$ cat src/ccsr_ram.sv
// generic single write port, single read port ram with registered read
// no dependencies
module ccsr_ram #(
    parameter int WIDTH  = 8,
    parameter int DEPTH  = 16,
    parameter int ADDR_W = (DEPTH > 1) ? $clog2(DEPTH) : 1
) (
    input  logic              aclk,
    input  logic              wr_en,
    input  logic [ADDR_W-1:0] wr_addr,
    input  logic [WIDTH-1:0]  wr_data,
    input  logic              rd_en,
    input  logic [ADDR_W-1:0] rd_addr,
    output logic [WIDTH-1:0]  rd_data
);

    logic [WIDTH-1:0] mem [DEPTH];
    logic [WIDTH-1:0] rd_data_reg;

    always_ff @(posedge aclk) begin
        if (wr_en) begin
            mem[wr_addr] <= wr_data;
        end
        // read data holds while no read is issued
        if (rd_en) begin
            rd_data_reg <= mem[rd_addr];
        end
    end

    assign rd_data = rd_data_reg;

endmodule

$ cat config.mk
export PLATFORM = sky130hd
export DESIGN_NAME = ccsr_ram
export DESIGN_NICKNAME = d
export VERILOG_FILES = /design/src/ccsr_ram.sv
export SDC_FILE = /design/constraint.sdc
export NUM_CORES = 1
export LEC_CHECK = 0
export BUFFER_PORTS_ARGS = -buffer_cell sky130_fd_sc_hd__buf_4
export CAP_MARGIN = 25
export CORE_ASPECT_RATIO = 0.7
export CORE_MARGIN = 2
export CORE_UTILIZATION = 55
export CTS_BUF_LIST = sky130_fd_sc_hd__clkbuf_4
export CTS_CLUSTER_SIZE = 8
export DETAILED_ROUTE_END_ITERATION = 12
export GPL_TIMING_DRIVEN = 0
export PLACE_DENSITY = 0.76
export SLEW_MARGIN = 20
export SYNTH_ARGS = -nofsm -noshare
export SYNTH_HDL_FRONTEND = slang
export SYNTH_SLANG_ARGS = --single-unit
$ cat constraint.sdc
create_clock -name aclk -period 3 [get_ports aclk]
set_input_delay 0.3 -clock aclk [delete_from_list [all_inputs] [get_ports aclk]]
set_output_delay 0.3 -clock aclk [all_outputs]
set_load 0.02 [all_outputs]
==> key figures <==
STA
  – Slew Limit Fails: 0
  – RSZ-0062 raised after global routing: no
  – Worst-margin pin slew: 0.8549 ns
  – # setup viols final: 0
  – Fin Hold WS: 0.05762 ns
  – Final Skew: 0.02003 ns
  – Max-slew headroom: 0.4279
  – Fmax: 0.6700 GHz
  – Final worst-path cycle share: 0.4975
  – Final TNS setup: 0 ns
  – Final hold violations: 0
  – Fin crit period: 1.493 ns

Global route
  – Met3 usage: 0.05918
  – Remaining global-route overflow: 0
  – Initial antenna violation count: 0
  – GRT busiest layer: met1
  – GR Util All Layers: 0.2096
  – Vias in the first global route: between 2,000 and 2,500
  – Met1 Use GR: 0.3187
  – Largest net degree at the start of global routing: 17
  – First-pass GRT wire length: 14,920 um
  – Routing usage on met2: 0.3061

Worst setup path
  – WP data required: 3.26 ns
  – CP cell instances: mux4_2 > a22oi_1 > nand2_1
  – Crit path DAT: 1.76 ns
  – CP Launch Type: flop
  – CP max stage cell: mux4_2
  – Delay-heaviest family, CP: multiplexers
  – CP max stage delay: approximately 0.48 ns
  – Kind of critical path: flop to flop
  – CP max FO: 1
  – Worst Setup End Kind: flop
  – Buffers & Inverters on Critical Path: 0

Die
  – Initial Util: 0.5717
  – Core box area: 0.009144 mm2
  – Die area: 0.01031 mm2
  – Die W: ~120 um
  – Cell Rows: 29
  – Chip height: around 86 um
  – Number of I/O pins: 27

Finish
  – Most frequent cells in the layout: 136 x edfxtp_1, 26 x buf_4, 18 x mux4_2, 17 x clkbuf_4, 16 x a22oi_1
  – Commonest non-fill, non-tap cell in the layout: edfxtp_1
  – Ant. Diodes: 0
  – Layout area overhead: 13.28%
  – Final Core Density: 0.6476
  – Layout Nets: 292
  – Max reg flops: 128
  – Non-Filler Instances: 410
  – Layout cells sized above 1: 0.3147

Synthesis
  – Cell variety after synth: 18
  – Share of the synthesized area in the top cell type: 0.7812
  – Mapped Area: 0.005228 mm2
  – Fraction of the yosys area taken by sequential cells: 0.7812
  – Synth area leader: edfxtp_1
  – Yosys synthesis warning count: 0
  – Top cells by area, synth: edfxtp_1 78%, mux4_2 7.8%, mux4_1 7.0%
  – Mapped Avg Cell Area: 22.83 um2
  – Register bit count reported by yosys: 136
  – Mapped Cells: 229
  – Syn_nets: 248

Power and ir drop
  – PD cells: 624.8 mW/mm2
  – Combinational share of power: 0.060
  – VDD IR max: between 0.5 and 0.6 mV
  – Internal power: 0.002895 W
  – Sw Share: 0.2176
  – Seq pwr share: 0.580
  – Static leakage: 1.943 nW
  – Clock Power Share: 0.359
  – Switching Power: about 0.00080 W

Detailed routing
  – Vias/cell: 5.866
  – Routed wire length: between 9000 and 10,000 um
  – Via Count: 2,405
  – # DRC: 0
  – Pre-antenna DRT Iters: 4
  – DR WL/cell: 23.79 um
  – Drt initial violations: around 240
  – Routed Antenna Nets: 0

CTS
  – Clock sink count: 136
  – Max Buffers Root-to-Sink: 2
  – Htree depth: 4
  – CTS Hold Bufs: 0
  – CTS Buf Count: 17
  – CTS clk-pin slew, worst paths: between 0.1 and 0.15 ns
  – CTS tree: yes
  – Clock Tree Root: clkbuf_4
  – Clk_lat worst skew: 0.51 ns
  – Post-CTS Setup Inserts: 0
  – Resize count post-CTS: 0

Place
  – Gp weighted congestion: 0.7387
  – # port buffers: 25
  – Placed instance count: approximately 380
  – Dpl hpwl: 6212 um

Job
  – Max cap viols: 0

Hold path
  – Worst min path class: input pin to flop

Status
  – Outcome: finished clean
final timing paths:
path                    from          to  slack (ns)  cells past startpoint
hold / removal         rd_en  rd_data[2]        0.06                      1
hold reg to reg    mem[0][1]  rd_data[1]        0.78                      3
setup reg to reg  mem[11][0]  rd_data[0]        1.51                      3
setup / recovery  mem[11][0]  rd_data[0]        1.51                      3
power groups by stage:
stage / combinational [W] / clock [W] / sequential, W
4_1_cts: 0.000226 / 0.00135 / 0.00215
3_3_place_gp: 0.000218 / 0 / 0.00219
2_1_floorplan: 0.000108 / 0 / 0.00220
5_1_grt: 0.000241 / 0.00143 / 0.00215
6_report: 0.000224 / 0.00133 / 0.00215
3_5_place_dp: 0.000226 / 0 / 0.00219
area by class of cell:
type / instances / area (um2)
multi-input combinational: 83 / 1077
tap: 124 / 155.1
clock buffer: 17 / 127.6
sequential: 136 / 4084
timing repair buffer: 25 / 187.7
fill: 628 / 3222
clock inverter: 15 / 203.9
buffer: 10 / 86.33
metrics by stage:
stage | cell area, um2 | worst slack [ns] | total power, W
floorplan | 5228 | 1.207 | 0.002309
global placement | 5570 | 0.6817 | 0.002406
detailed placement | 5590 | 0.9882 | 0.002416
CTS | 5922 | 1.489 | 0.003723
global route | 5922 | 1.448 | 0.003826
finish | 5922 | 1.507 | 0.003700
cell usage after synthesis, drive strengths merged:
cell type	number
mux4	32
nand3	1
nor3	4
buf	7
nand3b	2
and2b	1
nand2	9
nor2	13
clkdlybuf4s25	3
and2	1
edfxtp	136
or3b	1
a22oi	16
nand2b	2
nor2b	1
logic make-up (layout without fill, tap and decap cells):
family	Yosys count	after routing	share of synthesized area
simple gates	35	35	0.03136
mux	32	32	0.1479
buf+inv	10	67	0.01651
compound gates	16	16	0.02298
flops	136	136	0.7812
per-layer routing:
metal | routed length [um] | vias to the layer above
met5 | 0 | -
met4 | 21 | 0
met3 | 896 | 2
met2 | 4608 | 85
met1 | 4227 | 1242
li1 | - | 1076
Note: power is estimated with default switching activity, not from simulation.
