===== config.mk =====
export PLATFORM = sky130hd
export DESIGN_NAME = ccsr_convert
export DESIGN_NICKNAME = d
export VERILOG_FILES = /design/src/ccsr_pkg.sv /design/src/ccsr_convert.sv
export SDC_FILE = /design/constraint.sdc
export NUM_CORES = 1
export LEC_CHECK = 0
export BUFFER_PORTS_ARGS = -buffer_cell sky130_fd_sc_hd__buf_4
export CORE_MARGIN = 1
export CORE_UTILIZATION = 35
export DETAILED_ROUTE_END_ITERATION = 10
export PLACE_DENSITY = 0.57
export SYNTH_ARGS = -nofsm -noshare
export SYNTH_HDL_FRONTEND = slang
export SYNTH_SLANG_ARGS = --single-unit

===== constraint.sdc =====
create_clock -name aclk -period 3.2 [get_ports aclk]
set_input_delay 0.32 -clock aclk [delete_from_list [all_inputs] [get_ports aclk]]
set_output_delay 0.32 -clock aclk [all_outputs]
set_load 0.01 [all_outputs]

===== src/ccsr_pkg.sv =====
// shared types and constants for the coo to csr converter
// no dependencies; used by ccsr_convert and coo_to_csr_converter_top
package ccsr_pkg;

    localparam int MAX_ROWS    = 256;
    localparam int MAX_ENTRIES = 1024;
    localparam int PTR_DEPTH   = MAX_ROWS + 1;
    localparam int PTR_AW      = $clog2(PTR_DEPTH);
    localparam int ENT_AW      = $clog2(MAX_ENTRIES);
    localparam int CNT_W       = 11;
    localparam int ROW_W       = 8;
    localparam int COL_W       = 8;
    localparam int REQ_W       = 2;
    localparam int STATUS_W    = 2;
    localparam int NROWS_W     = 9;
    localparam int RIDX_W      = 11;

    typedef enum logic [REQ_W-1:0] {
        REQ_LOAD     = 2'd0,
        REQ_CONVERT  = 2'd1,
        REQ_READ_PTR = 2'd2,
        REQ_READ_CSR = 2'd3
    } req_t;

    typedef enum logic [STATUS_W-1:0] {
        STAT_OK        = 2'd0,
        STAT_FULL      = 2'd1,
        STAT_BAD_ROW   = 2'd2,
        STAT_BAD_INDEX = 2'd3
    } status_t;

    typedef enum logic [1:0] {
        ST_IDLE,
        ST_READ,
        ST_CONV
    } top_state_t;

    typedef enum logic [3:0] {
        CV_IDLE,
        CV_CLEAR,
        CV_CNT_RD,
        CV_CNT_PTR,
        CV_CNT_WR,
        CV_SUM_RD,
        CV_SUM_WR,
        CV_SUM_END,
        CV_SCT_RD,
        CV_SCT_PTR,
        CV_SCT_WR,
        CV_SHF_RD,
        CV_SHF_WR,
        CV_FILL,
        CV_DONE
    } cv_state_t;

    // memory commands issued by the convert sequencer
    typedef struct packed {
        logic              tri_rd_en;
        logic [ENT_AW-1:0] tri_rd_addr;
        logic              ptr_rd_en;
        logic [PTR_AW-1:0] ptr_rd_addr;
        logic              ptr_wr_en;
        logic [PTR_AW-1:0] ptr_wr_addr;
        logic [CNT_W-1:0]  ptr_wr_data;
        logic              csr_wr_en;
        logic [ENT_AW-1:0] csr_wr_addr;
    } mem_cmd_t;

endpackage


===== src/ccsr_convert.sv =====
// convert sequencer: clear, count, prefix sum, scatter, shift and fill passes
// depends on ccsr_pkg; drives the triple, pointer and csr rams through mem_cmd_t
module ccsr_convert (
    input  logic                         aclk,
    input  logic                         aresetn,
    input  logic                         start,
    input  logic [ccsr_pkg::PTR_AW-1:0]  rows,
    input  logic [ccsr_pkg::CNT_W-1:0]   loaded_count,
    input  logic [ccsr_pkg::ROW_W-1:0]   tri_row,
    input  logic [ccsr_pkg::CNT_W-1:0]   ptr_rdata,
    output ccsr_pkg::mem_cmd_t           cmd,
    output logic                         done,
    output logic [ccsr_pkg::CNT_W-1:0]   placed
);

    ccsr_pkg::cv_state_t state_reg, state_next;
    logic [ccsr_pkg::CNT_W-1:0]  ent_reg, ent_next;
    logic [ccsr_pkg::PTR_AW-1:0] row_reg, row_next;
    logic [ccsr_pkg::CNT_W-1:0]  sum_reg, sum_next;
    logic [ccsr_pkg::CNT_W-1:0]  prev_reg, prev_next;

    logic [ccsr_pkg::PTR_AW-1:0] rows_last;
    logic [ccsr_pkg::PTR_AW-1:0] tri_row_addr;
    logic                        tri_row_ok;
    logic                        ent_end;

    assign rows_last    = rows - ccsr_pkg::PTR_AW'(1);
    assign tri_row_addr = ccsr_pkg::PTR_AW'(tri_row);
    assign tri_row_ok   = tri_row_addr < rows;
    assign ent_end      = ent_reg >= loaded_count;

    always_ff @(posedge aclk) begin
        if (!aresetn) begin
            state_reg <= ccsr_pkg::CV_IDLE;
            ent_reg   <= '0;
            row_reg   <= '0;
            sum_reg   <= '0;
            prev_reg  <= '0;
        end else begin
            state_reg <= state_next;
            ent_reg   <= ent_next;
            row_reg   <= row_next;
            sum_reg   <= sum_next;
            prev_reg  <= prev_next;
        end
    end

    always_comb begin
        state_next = state_reg;
        ent_next   = ent_reg;
        row_next   = row_reg;
        sum_next   = sum_reg;
        prev_next  = prev_reg;
        cmd        = '0;
        done       = 1'b0;
        case (state_reg)
            ccsr_pkg::CV_IDLE: begin
                if (start) begin
                    row_next   = '0;
                    state_next = ccsr_pkg::CV_CLEAR;
                end
            end
            ccsr_pkg::CV_CLEAR: begin
                cmd.ptr_wr_en   = 1'b1;
                cmd.ptr_wr_addr = row_reg;
                cmd.ptr_wr_data = '0;
                if (row_reg == rows_last) begin
                    ent_next   = '0;
                    state_next = ccsr_pkg::CV_CNT_RD;
                end else begin
                    row_next = row_reg + ccsr_pkg::PTR_AW'(1);
                end
            end
            ccsr_pkg::CV_CNT_RD: begin
                if (ent_end) begin
                    row_next   = '0;
                    sum_next   = '0;
                    state_next = ccsr_pkg::CV_SUM_RD;
                end else begin
                    cmd.tri_rd_en   = 1'b1;
                    cmd.tri_rd_addr = ent_reg[ccsr_pkg::ENT_AW-1:0];
                    state_next      = ccsr_pkg::CV_CNT_PTR;
                end
            end
            ccsr_pkg::CV_CNT_PTR: begin
                // rows dropped by a smaller row count are skipped
                if (tri_row_ok) begin
                    cmd.ptr_rd_en   = 1'b1;
                    cmd.ptr_rd_addr = tri_row_addr;
                    state_next      = ccsr_pkg::CV_CNT_WR;
                end else begin
                    ent_next   = ent_reg + ccsr_pkg::CNT_W'(1);
                    state_next = ccsr_pkg::CV_CNT_RD;
                end
            end
            ccsr_pkg::CV_CNT_WR: begin
                cmd.ptr_wr_en   = 1'b1;
                cmd.ptr_wr_addr = tri_row_addr;
                cmd.ptr_wr_data = ptr_rdata + ccsr_pkg::CNT_W'(1);
                ent_next        = ent_reg + ccsr_pkg::CNT_W'(1);
                state_next      = ccsr_pkg::CV_CNT_RD;
            end
            ccsr_pkg::CV_SUM_RD: begin
                cmd.ptr_rd_en   = 1'b1;
                cmd.ptr_rd_addr = row_reg;
                state_next      = ccsr_pkg::CV_SUM_WR;
            end
            ccsr_pkg::CV_SUM_WR: begin
                cmd.ptr_wr_en   = 1'b1;
                cmd.ptr_wr_addr = row_reg;
                cmd.ptr_wr_data = sum_reg;
                sum_next        = sum_reg + ptr_rdata;
                if (row_reg == rows_last) begin
                    state_next = ccsr_pkg::CV_SUM_END;
                end else begin
                    row_next   = row_reg + ccsr_pkg::PTR_AW'(1);
                    state_next = ccsr_pkg::CV_SUM_RD;
                end
            end
            ccsr_pkg::CV_SUM_END: begin
                cmd.ptr_wr_en   = 1'b1;
                cmd.ptr_wr_addr = rows;
                cmd.ptr_wr_data = sum_reg;
                ent_next        = '0;
                state_next      = ccsr_pkg::CV_SCT_RD;
            end
            ccsr_pkg::CV_SCT_RD: begin
                if (ent_end) begin
                    row_next   = '0;
                    prev_next  = '0;
                    state_next = ccsr_pkg::CV_SHF_RD;
                end else begin
                    cmd.tri_rd_en   = 1'b1;
                    cmd.tri_rd_addr = ent_reg[ccsr_pkg::ENT_AW-1:0];
                    state_next      = ccsr_pkg::CV_SCT_PTR;
                end
            end
            ccsr_pkg::CV_SCT_PTR: begin
                if (tri_row_ok) begin
                    cmd.ptr_rd_en   = 1'b1;
                    cmd.ptr_rd_addr = tri_row_addr;
                    state_next      = ccsr_pkg::CV_SCT_WR;
                end else begin
                    ent_next   = ent_reg + ccsr_pkg::CNT_W'(1);
                    state_next = ccsr_pkg::CV_SCT_RD;
                end
            end
            ccsr_pkg::CV_SCT_WR: begin
                // triple word is still on the ram output, written as is
                cmd.csr_wr_en   = 1'b1;
                cmd.csr_wr_addr = ptr_rdata[ccsr_pkg::ENT_AW-1:0];
                cmd.ptr_wr_en   = 1'b1;
                cmd.ptr_wr_addr = tri_row_addr;
                cmd.ptr_wr_data = ptr_rdata + ccsr_pkg::CNT_W'(1);
                ent_next        = ent_reg + ccsr_pkg::CNT_W'(1);
                state_next      = ccsr_pkg::CV_SCT_RD;
            end
            ccsr_pkg::CV_SHF_RD: begin
                cmd.ptr_rd_en   = 1'b1;
                cmd.ptr_rd_addr = row_reg;
                state_next      = ccsr_pkg::CV_SHF_WR;
            end
            ccsr_pkg::CV_SHF_WR: begin
                // row end pointers move up by one row
                cmd.ptr_wr_en   = 1'b1;
                cmd.ptr_wr_addr = row_reg;
                cmd.ptr_wr_data = prev_reg;
                prev_next       = ptr_rdata;
                if (row_reg == rows_last) begin
                    row_next   = rows;
                    state_next = ccsr_pkg::CV_FILL;
                end else begin
                    row_next   = row_reg + ccsr_pkg::PTR_AW'(1);
                    state_next = ccsr_pkg::CV_SHF_RD;
                end
            end
            ccsr_pkg::CV_FILL: begin
                cmd.ptr_wr_en   = 1'b1;
                cmd.ptr_wr_addr = row_reg;
                cmd.ptr_wr_data = sum_reg;
                if (row_reg == ccsr_pkg::PTR_AW'(ccsr_pkg::MAX_ROWS)) begin
                    state_next = ccsr_pkg::CV_DONE;
                end else begin
                    row_next = row_reg + ccsr_pkg::PTR_AW'(1);
                end
            end
            ccsr_pkg::CV_DONE: begin
                done       = 1'b1;
                state_next = ccsr_pkg::CV_IDLE;
            end
            default: begin
                state_next = ccsr_pkg::CV_IDLE;
            end
        endcase
    end

    assign placed = sum_reg;

endmodule


==> results.md, run 1 <==
Outcome:
- The run finished with clean final reports.

Yosys:
- Ranked by instance count, the synthesized netlist is headed by dfxtp_1 (46), inv_1 (40), o21ai_0 (38).
- The summed instance area of the synthesized netlist is 4300 sq um.
- The most frequently used flop master after synthesis is dfxtp_1.
- Each instance of the synthesized netlist takes up on average 7.69 sq um.
- Ranked by total cell area, the synthesized netlist is headed by dfxtp_1 (21%), ha_1 (9.6%), a22oi_1 (5.6%).
- The cell with the most instances after synthesis is dfxtp_1.
- The cell count after synthesis came out at 560.
- The fraction of the yosys area taken by sequential cells is 21.4%.
- The number of distinct library cells after synthesis is 68.
- The number of nets handed over by synthesis was 636.
- Yosys mapped a number of flops with a built-in enable equal to 0.
- Of all cell types, the one taking the most synthesized area is dfxtp_1.
- Of all flip-flops after synthesis, the portion carrying an async set or reset was 0%.
- The number of warnings issued by yosys is 0.
- The synthesized design devotes to its leading area cell type 21.4% of total area.
- After synthesis the netlist holds a flip-flop and latch count of 46.

STA:
- The measured slew at the worst slew-check pin is 0.772 ns.
- Setup repair after global routing left no endpoint under its margin.
- The number of hold-slack violations in the final timing report is 0.
- The final critical delay including setup and external delays is 3.02 ns.
- The worst path uses 94.3% of the clock period.
- Measured against its own limit, the worst slew margin works out to 48.0%.
- The final setup violation count is 0.
- The max-slew violation total from the final report came to 0.
- For this run, the top clock speed supported by timing is 332 MHz.
- After routing, the total negative slack on setup checks comes to 0 ns.
- The clock arrives with 0.00718 ns of skew.

Critical path:
- STA classifies the critical path startpoint as a register.
- Traced cell by cell, the critical path runs through ha_1 -> or4_1 -> o2111ai_1 -> o21ai_0 -> nor4_2 -> buf_4 -> and2_1 -> buf_4.
- The maximum fanout along the worst path is 11.
- The critical path's largest stage delay is 0.53 ns.
- On the critical path the largest part of the delay comes from simple AND/OR/NAND/NOR gates.
- The reg-to-reg critical path startpoint is row_reg[8].
- On the critical path, the stage with the largest delay is an instance of or4_1.
- The start-to-end type of the worst setup path is reg -> out.
- Together, buffers and inverters on the worst path number 2.
- The worst reg-to-reg path cell count is 8.
- In this design, the critical path's most frequently occurring cell is buf_4.
- The worst setup path is captured at an output port.
- Setup slack on the worst reg-to-reg path comes out at 0.34 ns.
- At the worst endpoint, the required time is 2.88 ns.
- The arrival time of the worst setup path is 2.70 ns.
- The endpoint of the worst register-to-register path is row_reg[4].

Floorplanning:
- The cell row count is 40.
- The floorplan die width is 113 microns.
- For this design the top-level I/O count stands at 107.
- The total die area is 12700 sq um.
- The die is 113 microns tall.
- The core box area is 12000 sq um.
- The initial utilization of the core area, before any placement, comes to 35.8%.

Clock tree:
- For this design, the CTS-stage hold fixing added 0 buffers.
- Clock-pin slew was measured on the worst setup and hold paths at 0.06 ns.
- The TritonCTS buffer count is 5.
- Gates resized during post-CTS repair numbered 0.
- In this run the deepest clock path goes through 2 buffers.
- The count of clock tree sinks is 46.
- At the later pin of the worst-skew pair, clock insertion delay measures 0.29 ns.
- The CTS root buffer is clkbuf_16.
- In this run the number of H-tree levels came out at 2.
- The clock tree from TritonCTS is built.
- The count of buffers added by post-CTS timing repair for setup is 0.

Global route:
- After global routing the overflow that remains totals 0.
- The initial antenna violation count is 0.
- The global-route total usage across every layer is 20.9%.
- The number of global-route vias before repair is 4287.
- The maximum number of pins on one net before global-route repair is 36.
- The wire length of the first global-routing pass is 21500 microns.

Drt:
- Dividing the detail-routed wire length by the instance count gives 16.6 microns.
- In the routed design, unresolved DRC markers number 0.
- In this run the remaining antenna-violating nets after routing total 0.
- The total via count in the routed design is 4512.
- The pre-antenna-repair detailed-routing pass consisted of 5 iterations.
- The average vias per placed instance is 5.63.
- The first routing iteration left 285 violations.
- Wires add up to 13300 microns.

Finish:
- The number of fill cells in the layout is 1214.
- The fraction of final layout cells with drive strength greater than 1 is 23.2%.
- In the final design database the tool counted 729 nets.
- The repair_antennas step left the layout with diodes totalling 0.
- The cell area after layout is 5430 sq um.
- The signed area change from the synthesized netlist to the final layout is 26.2%.

Placement:
- The number of input and output port buffers inserted is 106.
- In this run the cell area measured after placement is 5260 sq um.
- The congestion estimate from routability-driven global placement came to 0.851.
- The HPWL after detailed placement is 9750 microns.

Worst hold path:
- The cell count of the worst hold path is 2.
- The hold path endpoint is row_reg[7].
- In this run the worst hold path is classified as in -> reg.
- The start point of the worst min-delay path is rows[7].

Power:
- After layout, the design draws a total of 1480 uW.
- The peak ir drop on the vdd network is 291 uV.
- The analysis attributes to cell leakage a power of 0.00235 uW.
- For this design the ratio of total power to cell area is 273 nW/um^2.

Run:
- Across the run, the number of max-cap violations was 0.
-- per-stage QoR --
stage                     hold WS, ns  util (%)  instances  setup WS, ns
after floorplan                 0.444         -        560        0.0614
after global placement          0.478      43.8        793         0.226
after detailed placement        0.505      43.8        793         0.166
after CTS                       0.315      45.2        801        0.0517
after global routing            0.327      45.2        801        0.0324
final                           0.323      45.2        801         0.184
-- power by group --
part	total (uW)	switching, uW	internal, uW
sequential	587	9.96	577
combinational	294	167	127
clock	600	231	369
-- how the worst max path moves through the flow --
| stage | startpoint | slack (ns) | end | depth (start not counted) |
|---|---|---|---|---|
| 2_1_floorplan | rows[4] | 0.06 | ent_reg[1] | 11 |
| 3_3_place_gp | rows[1] | 0.23 | row_reg[6] | 11 |
| 3_5_place_dp | rows[1] | 0.17 | row_reg[4] | 11 |
| 4_1_cts | ent_reg[7] | 0.05 | cmd[42] | 8 |
| 5_1_grt | ent_reg[7] | 0.03 | cmd[42] | 8 |
| 6_report | ent_reg[7] | 0.18 | cmd[49] | 8 |
-- area by class of cell --
class	instances	area [sq um]	share of cell area, %
Clock inverter	2	37.5	0.691
Inverter	40	150	2.76
Timing Repair Buffer	123	923	17.0
Multi-Input combinational cell	437	3090	56.8
Tap cell	147	184	3.39
Clock buffer	6	129	2.37
Sequential cell	46	921	17.0
-- cell families (layout without fill, tap and decap cells) --
group / count (synthesis) / after routing / synth area share, %
buffers and inverters: 77 / 171 / 7.01
AOI/OAI and AO/OA: 168 / 168 / 28.1
muxes: 2 / 2 / 0.465
and+or+nand+nor: 201 / 201 / 26.2
adders and majority gates: 34 / 34 / 10.1
DFF: 46 / 46 / 21.4
xor gates and xnor gates: 32 / 32 / 6.83
-- cells in the final DEF, fill, tap and decap left out, types with 14 or more instances in the layout --
cell and count:
nand2_1 31, nand3_1 15, dfxtp_1 46, o21ai_0 38, a22oi_1 32, xor2_1 14, and2_1 24, a21oi_1 27
buf_4 123, nor2_1 34, nor2b_1 28, xnor2_1 17, inv_1 40, ha_1 33
-- metal layers --
layer | GRT usage, % | part of all wire, %
met1 | 28.6 | 48
met5 | 0 | 0
met2 | 35.2 | 46
met3 | 2.41 | 4.6
met4 | 4.82 | 1.0
-- worst register-to-register path, stage by stage, from the launching register on --
cell	delay [ns]
dfxtp_1	0.51
xnor3_1	0.49
nor4_1	0.25
nor3_2	0.14
a2111oi_0	0.47
and2_1	0.22
o31a_1	0.39
o21ai_0	0.15
o311ai_0	0.12
Note: power is estimated with default switching activity, not from simulation.
==> run 2: changes to the inputs <==
--- a/config.mk
+++ b/config.mk
@@ -5,11 +5,11 @@
 export SDC_FILE = /design/constraint.sdc
 export NUM_CORES = 1
 export LEC_CHECK = 0
-export BUFFER_PORTS_ARGS = -buffer_cell sky130_fd_sc_hd__buf_4
 export CORE_MARGIN = 1
 export CORE_UTILIZATION = 35
 export DETAILED_ROUTE_END_ITERATION = 10
-export PLACE_DENSITY = 0.57
+export DONT_BUFFER_PORTS = 1
+export PLACE_DENSITY = 0.5
 export SYNTH_ARGS = -nofsm -noshare
 export SYNTH_HDL_FRONTEND = slang
 export SYNTH_SLANG_ARGS = --single-unit
==> results.md, run 2 (synthesized netlist as in run 1, its figures left out) <==
Drt:
- The first-iteration detailed-routing DRC count is 296.
- The average wire per cell in the routed design is 18.3 microns.
- The number of antenna-violating nets in the routed design is 0.
- Wires add up to 12700 microns.
- The first detailed-routing pass ran for 5 iterations.
- The detailed-route DRC error count is 0.
- The average vias per placed instance is 5.94.
- The routed layout has 4132 vias.

Finish:
- Relative to the synthesized area, the layout overhead comes to 8.02%.
- The library cell used most frequently in the layout, excluding fill and tap cells, is dfxtp_1.
- 0 antenna diodes ended up in the layout.
- The final net count is 624.
- With fillers left out, the area of the finished cells amounts to 4650 sq um.
- The fraction of final layout cells with drive strength greater than 1 is 8.74%.
- In the layout the commonest cells are dfxtp_1 (46), inv_1 (40), o21ai_0 (38).

Floorplanning:
- The cell row count is 40.
- The die boundary height is 113 microns.
- The floorplan die width is 113 microns.
- Once the floorplan was initialized, standard cells occupied 35.8% of the core.
- 107 I/O pins were placed.
- The total die area is 12700 sq um.
- The core box area is 12000 sq um.

Critical path:
- The start-to-end type of the worst setup path is reg -> out.
- The capturing element type of the critical path is an output port.
- The required time at the endpoint of the critical path is 2.88 ns.
- In this run the worst path has a maximum fanout of 11.
- In this run the critical register-to-register path is launched from row_reg[8].
- STA classifies the critical path startpoint as a register.
- In this run the critical register-to-register path is captured at row_reg[4].
- Data arrives at the worst endpoint at 2.66 ns.
- The worst-case register-to-register setup slack is 0.39 ns.
- The worst reg-to-reg path cell count is 8.

Clock tree:
- The clock edge transition at the registers on the reported setup and hold paths is 0.07 ns.
- Hold repair after CTS inserted 0 buffers.
- The clock latency of the later-clocked register in the worst-skew pair is 0.29 ns.
- The maximum clock insertion buffer count is 2.
- The total number of H-tree levels is 2.
- Post-CTS repair changed the size of 0 cells.
- Counting every sink on the clock net gives 46.
- The count of buffers added by post-CTS timing repair for setup is 0.
- The CTS root buffer is clkbuf_16.
- TritonCTS built the clock tree.
- The TritonCTS buffer count is 5.

Placement:
- Port buffering added 0 buffers.
- The HPWL after detailed placement is 9360 microns.
- The global placer's final weighted congestion is 0.804.
- The placed standard-cell area is 4480 sq um.

Global route:
- Entering global routing, the biggest net connects 36 pins.
- The first global-routing pass estimated 20000 microns of wire.
- The initial antenna violation count is 0.
- The global-route total usage across every layer is 19.8%.
- The residual overflow from global routing is 0.
- The number of global-route vias before repair was 3861.

Worst hold path:
- The hold path endpoint is row_reg[4].
- The cell count of the worst hold path is 2.
- In this run the most critical hold path is launched from rows[4].
- The tightest min-delay check is of the in -> reg type.

STA:
- The final setup violation count is 0.
- Setup repair after global routing left no endpoint under its margin.
- The worst slew slack as a fraction of its limit is 50.4%.
- Between clock sinks in the finished design, the worst skew comes to 0.00826 ns.
- The number of hold-slack violations in the final timing report is 0.
- For the pin with the worst max-slew slack, the measured transition is 0.741 ns.
- After routing, the total negative slack on setup checks comes to 0 ns.
- Of the available clock period, the critical path in the final layout requires 93.2%.
- The max-slew violation total from the final report is 0.
- Timing would allow up to 335 MHz.
- The routed design could run at a clock period as short as 2.98 ns.

Outcome:
- The run finished with clean final reports.

Power:
- The peak ir drop on the vdd network is 172 uV.
- For this design the ratio of total power to cell area is 301 nW/um^2.
- The analysis attributes to cell leakage a power of 0.00181 uW.

Run:
- Max-cap violations in this run came to 0.
-- run 2: cell types whose count changed in the layout (fill, tap and decap cells not counted) --
| cell | before | now |
|---|---|---|
| buf_4 | 123 | 18 |
| nor3_2 | 1 | 2 |
| nor3_1 | 9 | 8 |
-- run 2: final cells by class --
| cell class | count | area (sq um) |
|---|---|---|
| clock inverter | 2 | 37.5 |
| multi-input combinational | 437 | 3090 |
| inverter | 40 | 150 |
| fill | 1259 | 7360 |
| clock buffer | 6 | 129 |
| timing repair buffer | 18 | 135 |
| sequential | 46 | 921 |
| tap | 147 | 184 |
-- run 2: worst max-delay path by stage --
stage                    start         end  slack, ns  cells after the start
floorplan              rows[4]  ent_reg[1]       0.06                     11
global placement       rows[2]  ent_reg[1]       0.32                     11
detailed placement     rows[1]  row_reg[6]       0.27                     10
CTS                 ent_reg[7]     cmd[47]       0.27                      8
global route        row_reg[8]  row_reg[6]       0.07                      8
finish              ent_reg[7]     cmd[44]       0.22                      8
-- run 2: stage by stage --
step | setup slack, ns | util [%] | hold slack [ns] | total power [uW] | instances
6_report | 0.217 | 38.7 | 0.157 | 1400 | 696
5_1_grt | 0.0652 | 38.7 | 0.161 | 1470 | 696
4_1_cts | 0.268 | 38.7 | 0.151 | 1420 | 696
3_5_place_dp | 0.271 | 37.3 | 0.456 | 808 | 688
3_3_place_gp | 0.315 | 37.3 | 0.449 | 805 | 688
2_1_floorplan | 0.0614 | - | 0.444 | 768 | 560
-- run 2: power breakdown --
group          switching [uW]  leakage [uW]  internal (uW)  total [uW]
logic                     127       0.00136           86.6         214
clock network             234     0.0000771            369         603
registers                6.79      0.000371            577         583
total                     368       0.00181           1030        1400
-- run 2: critical path, stage by stage, from the launching register on --
cell and delay, ns:
dfxtp_1 0.39, ha_1 0.25, or4_1 0.52, o2111ai_1 0.11, o21ai_0 0.09, buf_4 0.16
nor4_2 0.39, buf_4 0.26, and2_1 0.19
-- run 2: routing by layer --
metal / global-route usage (%) / share of wire (%)
met1: 26.4 / 46
met2: 31.8 / 45
met3: 4.77 / 7.9
met4: 5.70 / 1.4
met5: 0 / 0
==> run 3: changes to the inputs <==
--- a/config.mk
+++ b/config.mk
@@ -5,11 +5,12 @@
 export SDC_FILE = /design/constraint.sdc
 export NUM_CORES = 1
 export LEC_CHECK = 0
-export CORE_MARGIN = 1
+export CELL_PAD_IN_SITES_DETAIL_PLACEMENT = 0
+export CELL_PAD_IN_SITES_GLOBAL_PLACEMENT = 1
 export CORE_UTILIZATION = 35
 export DETAILED_ROUTE_END_ITERATION = 10
 export DONT_BUFFER_PORTS = 1
-export PLACE_DENSITY = 0.5
+export PLACE_DENSITY = 0.65
 export SYNTH_ARGS = -nofsm -noshare
 export SYNTH_HDL_FRONTEND = slang
 export SYNTH_SLANG_ARGS = --single-unit
==> results.md, run 3 (synthesized netlist as in run 1, its figures left out) <==
Critical path:
- The start-to-end type of the worst setup path is reg -> out.
- The library cell contributing the largest single delay on the critical path is or4_1.
- On the worst path, the slowest cell contributes a delay of 0.52 ns.
- The maximum fanout along the worst path is 11.
- For the worst flop-to-flop path, the logic depth is 9.
- The arrival time of the worst setup path is 2.55 ns.
- The reg-to-reg critical path startpoint is state_reg[1].
- STA puts the critical path data required time at 2.88 ns.
- The worst-case register-to-register setup slack is 0.50 ns.
- The cell with the most instances on the worst path is buf_4.
- The capturing element type of the critical path is an output port.
- The element type at the critical path start is a register.
- The signal on the critical path passes through ha_1 -> or4_1 -> o2111ai_1 -> o21ai_0 -> buf_4 -> nor4_2 -> buf_4 -> and2_1.
- The endpoint of the worst register-to-register path is row_reg[6].
- The beginning of the critical path is ent_reg[7].

Power:
- Power comes to 1330 uW.
- The peak ir drop on the vdd network is 196 uV.
- The static power due to leakage is 0.00180 uW.
- Power spread over the standard cell area amounts to 288 nW/um^2.

Finish:
- Compared with the post-synthesis result, the final layout area differs by 7.79%.
- The area taken by multi-input logic gates is 3090 sq um.
- The fraction of final layout cells with drive strength greater than 1 is 9.09%.
- The number of diodes is 0.
- Across the whole layout, storage elements account for 921 sq um.
- The top cell types in the final layout, fill and taps aside, are dfxtp_1 (46), inv_1 (40), o21ai_0 (38).
- With fillers left out, the area of the finished cells amounts to 4640 sq um.
- The final net count is 625.
- Leaving out fill and tap cells, the most frequent cell in the layout is dfxtp_1.
- Once layout is complete, the cells apart from fillers number 697.
- The number of fill cells in the layout is 1267.

Global route:
- The maximum number of pins on one net before global-route repair is 36.
- The residual overflow from global routing is 0.
- The first global-routing pass estimated 20600 microns of wire.
- The global-route total usage across every layer is 20.2%.
- The number of global-route vias before repair was 3886.
- The initial antenna violation count is 0.

STA:
- The measured slew at the worst slew-check pin is 0.680 ns.
- Setup repair after global routing left no endpoint under its margin.
- Adding up every negative setup slack in the final design gives 0 ns.
- The upper clock frequency limit is 349 MHz.
- The max-slew violation total from the final report is 0.
- The final critical path takes up 89.7% of the cycle.
- The worst setup slack after layout is 0.331 ns.
- Measured against its own limit, the worst slew margin works out to 53.5%.
- The number of hold-slack violations in the final timing report is 0.
- Across the routed clock network, the largest skew measured is 0.00753 ns.
- The final critical delay including setup and external delays is 2.87 ns.
- Setup violations remaining at the end of the flow were counted as 0.

Clock tree:
- The longest clock path from root to sink contains 2 buffers.
- Once the clock tree was built, the resizer swapped 0 gates to a different size.
- The clock tree from TritonCTS is built.
- The count of clock tree sinks is 46.
- In this run, CTS created clock tree buffers numbering 5.
- The CTS root buffer is clkbuf_16.
- After clock tree synthesis, the flow added hold-fix buffers numbering 0.
- The total number of H-tree levels is 2.
- The count of buffers added by post-CTS timing repair for setup is 0.
- The clock latency of the later-clocked register in the worst-skew pair is 0.29 ns.
- Clock-pin slew was measured on the worst setup and hold paths at 0.07 ns.

Worst hold path:
- Along the worst hold path, the cell count comes to 2.
- The path type of the worst min-delay path is in -> reg.
- The start point of the worst min-delay path is rows[0].
- The worst hold path terminates at row_reg[0].

Placement:
- The placed standard-cell area is 4490 sq um.
- Summed over all nets, the half-perimeter wirelength after detailed placement is 9520 microns.
- The post-placement worst setup slack is 0.271 ns.
- At the end of routability-driven placement, the weighted congestion stood at 0.820.
- Port buffering added 0 buffers.
- The instance count after placement with tap cells included is 689.

Drt:
- For this run, design rule violations remaining after detail routing come to 0.
- Detailed routing inserted a total of 4085 vias.
- The average wire per cell in the routed design is 17.9 microns.
- The number of search-and-repair iterations in the first detailed-routing pass is 7.
- The count of nets left with antenna violations once routing finished came out at 0.
- The first-iteration detailed-routing DRC count is 324.
- The wire length after detailed routing is 12500 microns.
- After detailed routing, the number of vias per cell comes to 5.86.

Floorplanning:
- The die covers 12700 sq um.
- The core box area is 12000 sq um.
- The floorplan has 40 rows.
- The effective utilization at floorplan is 35.8%.
- The floorplan die width is 113 microns.
- In this run the count of I/O pins placed on the die edge is 107.
- The die boundary height is 113 microns.

Outcome:
- The run finished with clean final reports.

Run:
- The total of max-cap violations is 0.
run 3: per-layer routing:
layer,vias up,share of wire (%),GRT usage [%]
met2,128,44,32.4
met4,0,0.53,3.51
met3,4,6.6,4.61
li1,2030,-,-
met5,-,0,0
met1,1923,48,28.1
run 3: through the flow:
| step | util [%] | hold WS [ns] |
|---|---|---|
| 2_1_floorplan | - | 0.444 |
| 3_3_place_gp | 37.4 | 0.451 |
| 3_5_place_dp | 37.4 | 0.459 |
| 4_1_cts | 38.6 | 0.150 |
| 5_1_grt | 38.6 | 0.151 |
| 6_report | 38.6 | 0.161 |
run 3: critical path: cells and delay by family, from the launching register on:
family,cells,cell delay (ns)
DFF,1,0.39
and+or+nand+nor,3,1.01
AOI/OAI and AO/OA,2,0.21
buffers and inverters,2,0.42
adders and majority gates,1,0.24
run 3: power by group:
| group | internal, uW | switching [uW] | total [uW] |
|---|---|---|---|
| logic | 85.8 | 118 | 204 |
| clock network | 293 | 246 | 539 |
| registers | 576 | 14.9 | 591 |
| total | 955 | 379 | 1330 |
run 3: worst max path at each step:
stage / endpoint / slack (ns) / depth (start not counted)
final: cmd[50] / 0.33 / 8
after global routing: cmd[48] / 0.09 / 10
after CTS: cmd[50] / 0.31 / 8
after detailed placement: row_reg[4] / 0.27 / 10
after global placement: row_reg[4] / 0.31 / 10
after floorplan: ent_reg[1] / 0.06 / 11
run 3: area by class of cell:
class / instances / area share (%)
Multi-Input combinational cell: 437 / 66.7
Clock buffer: 5 / 2.70
Inverter: 40 / 3.24
Timing Repair Buffer: 19 / 3.07
Sequential cell: 46 / 19.8
Tap cell: 147 / 3.96
Clock inverter: 3 / 0.512
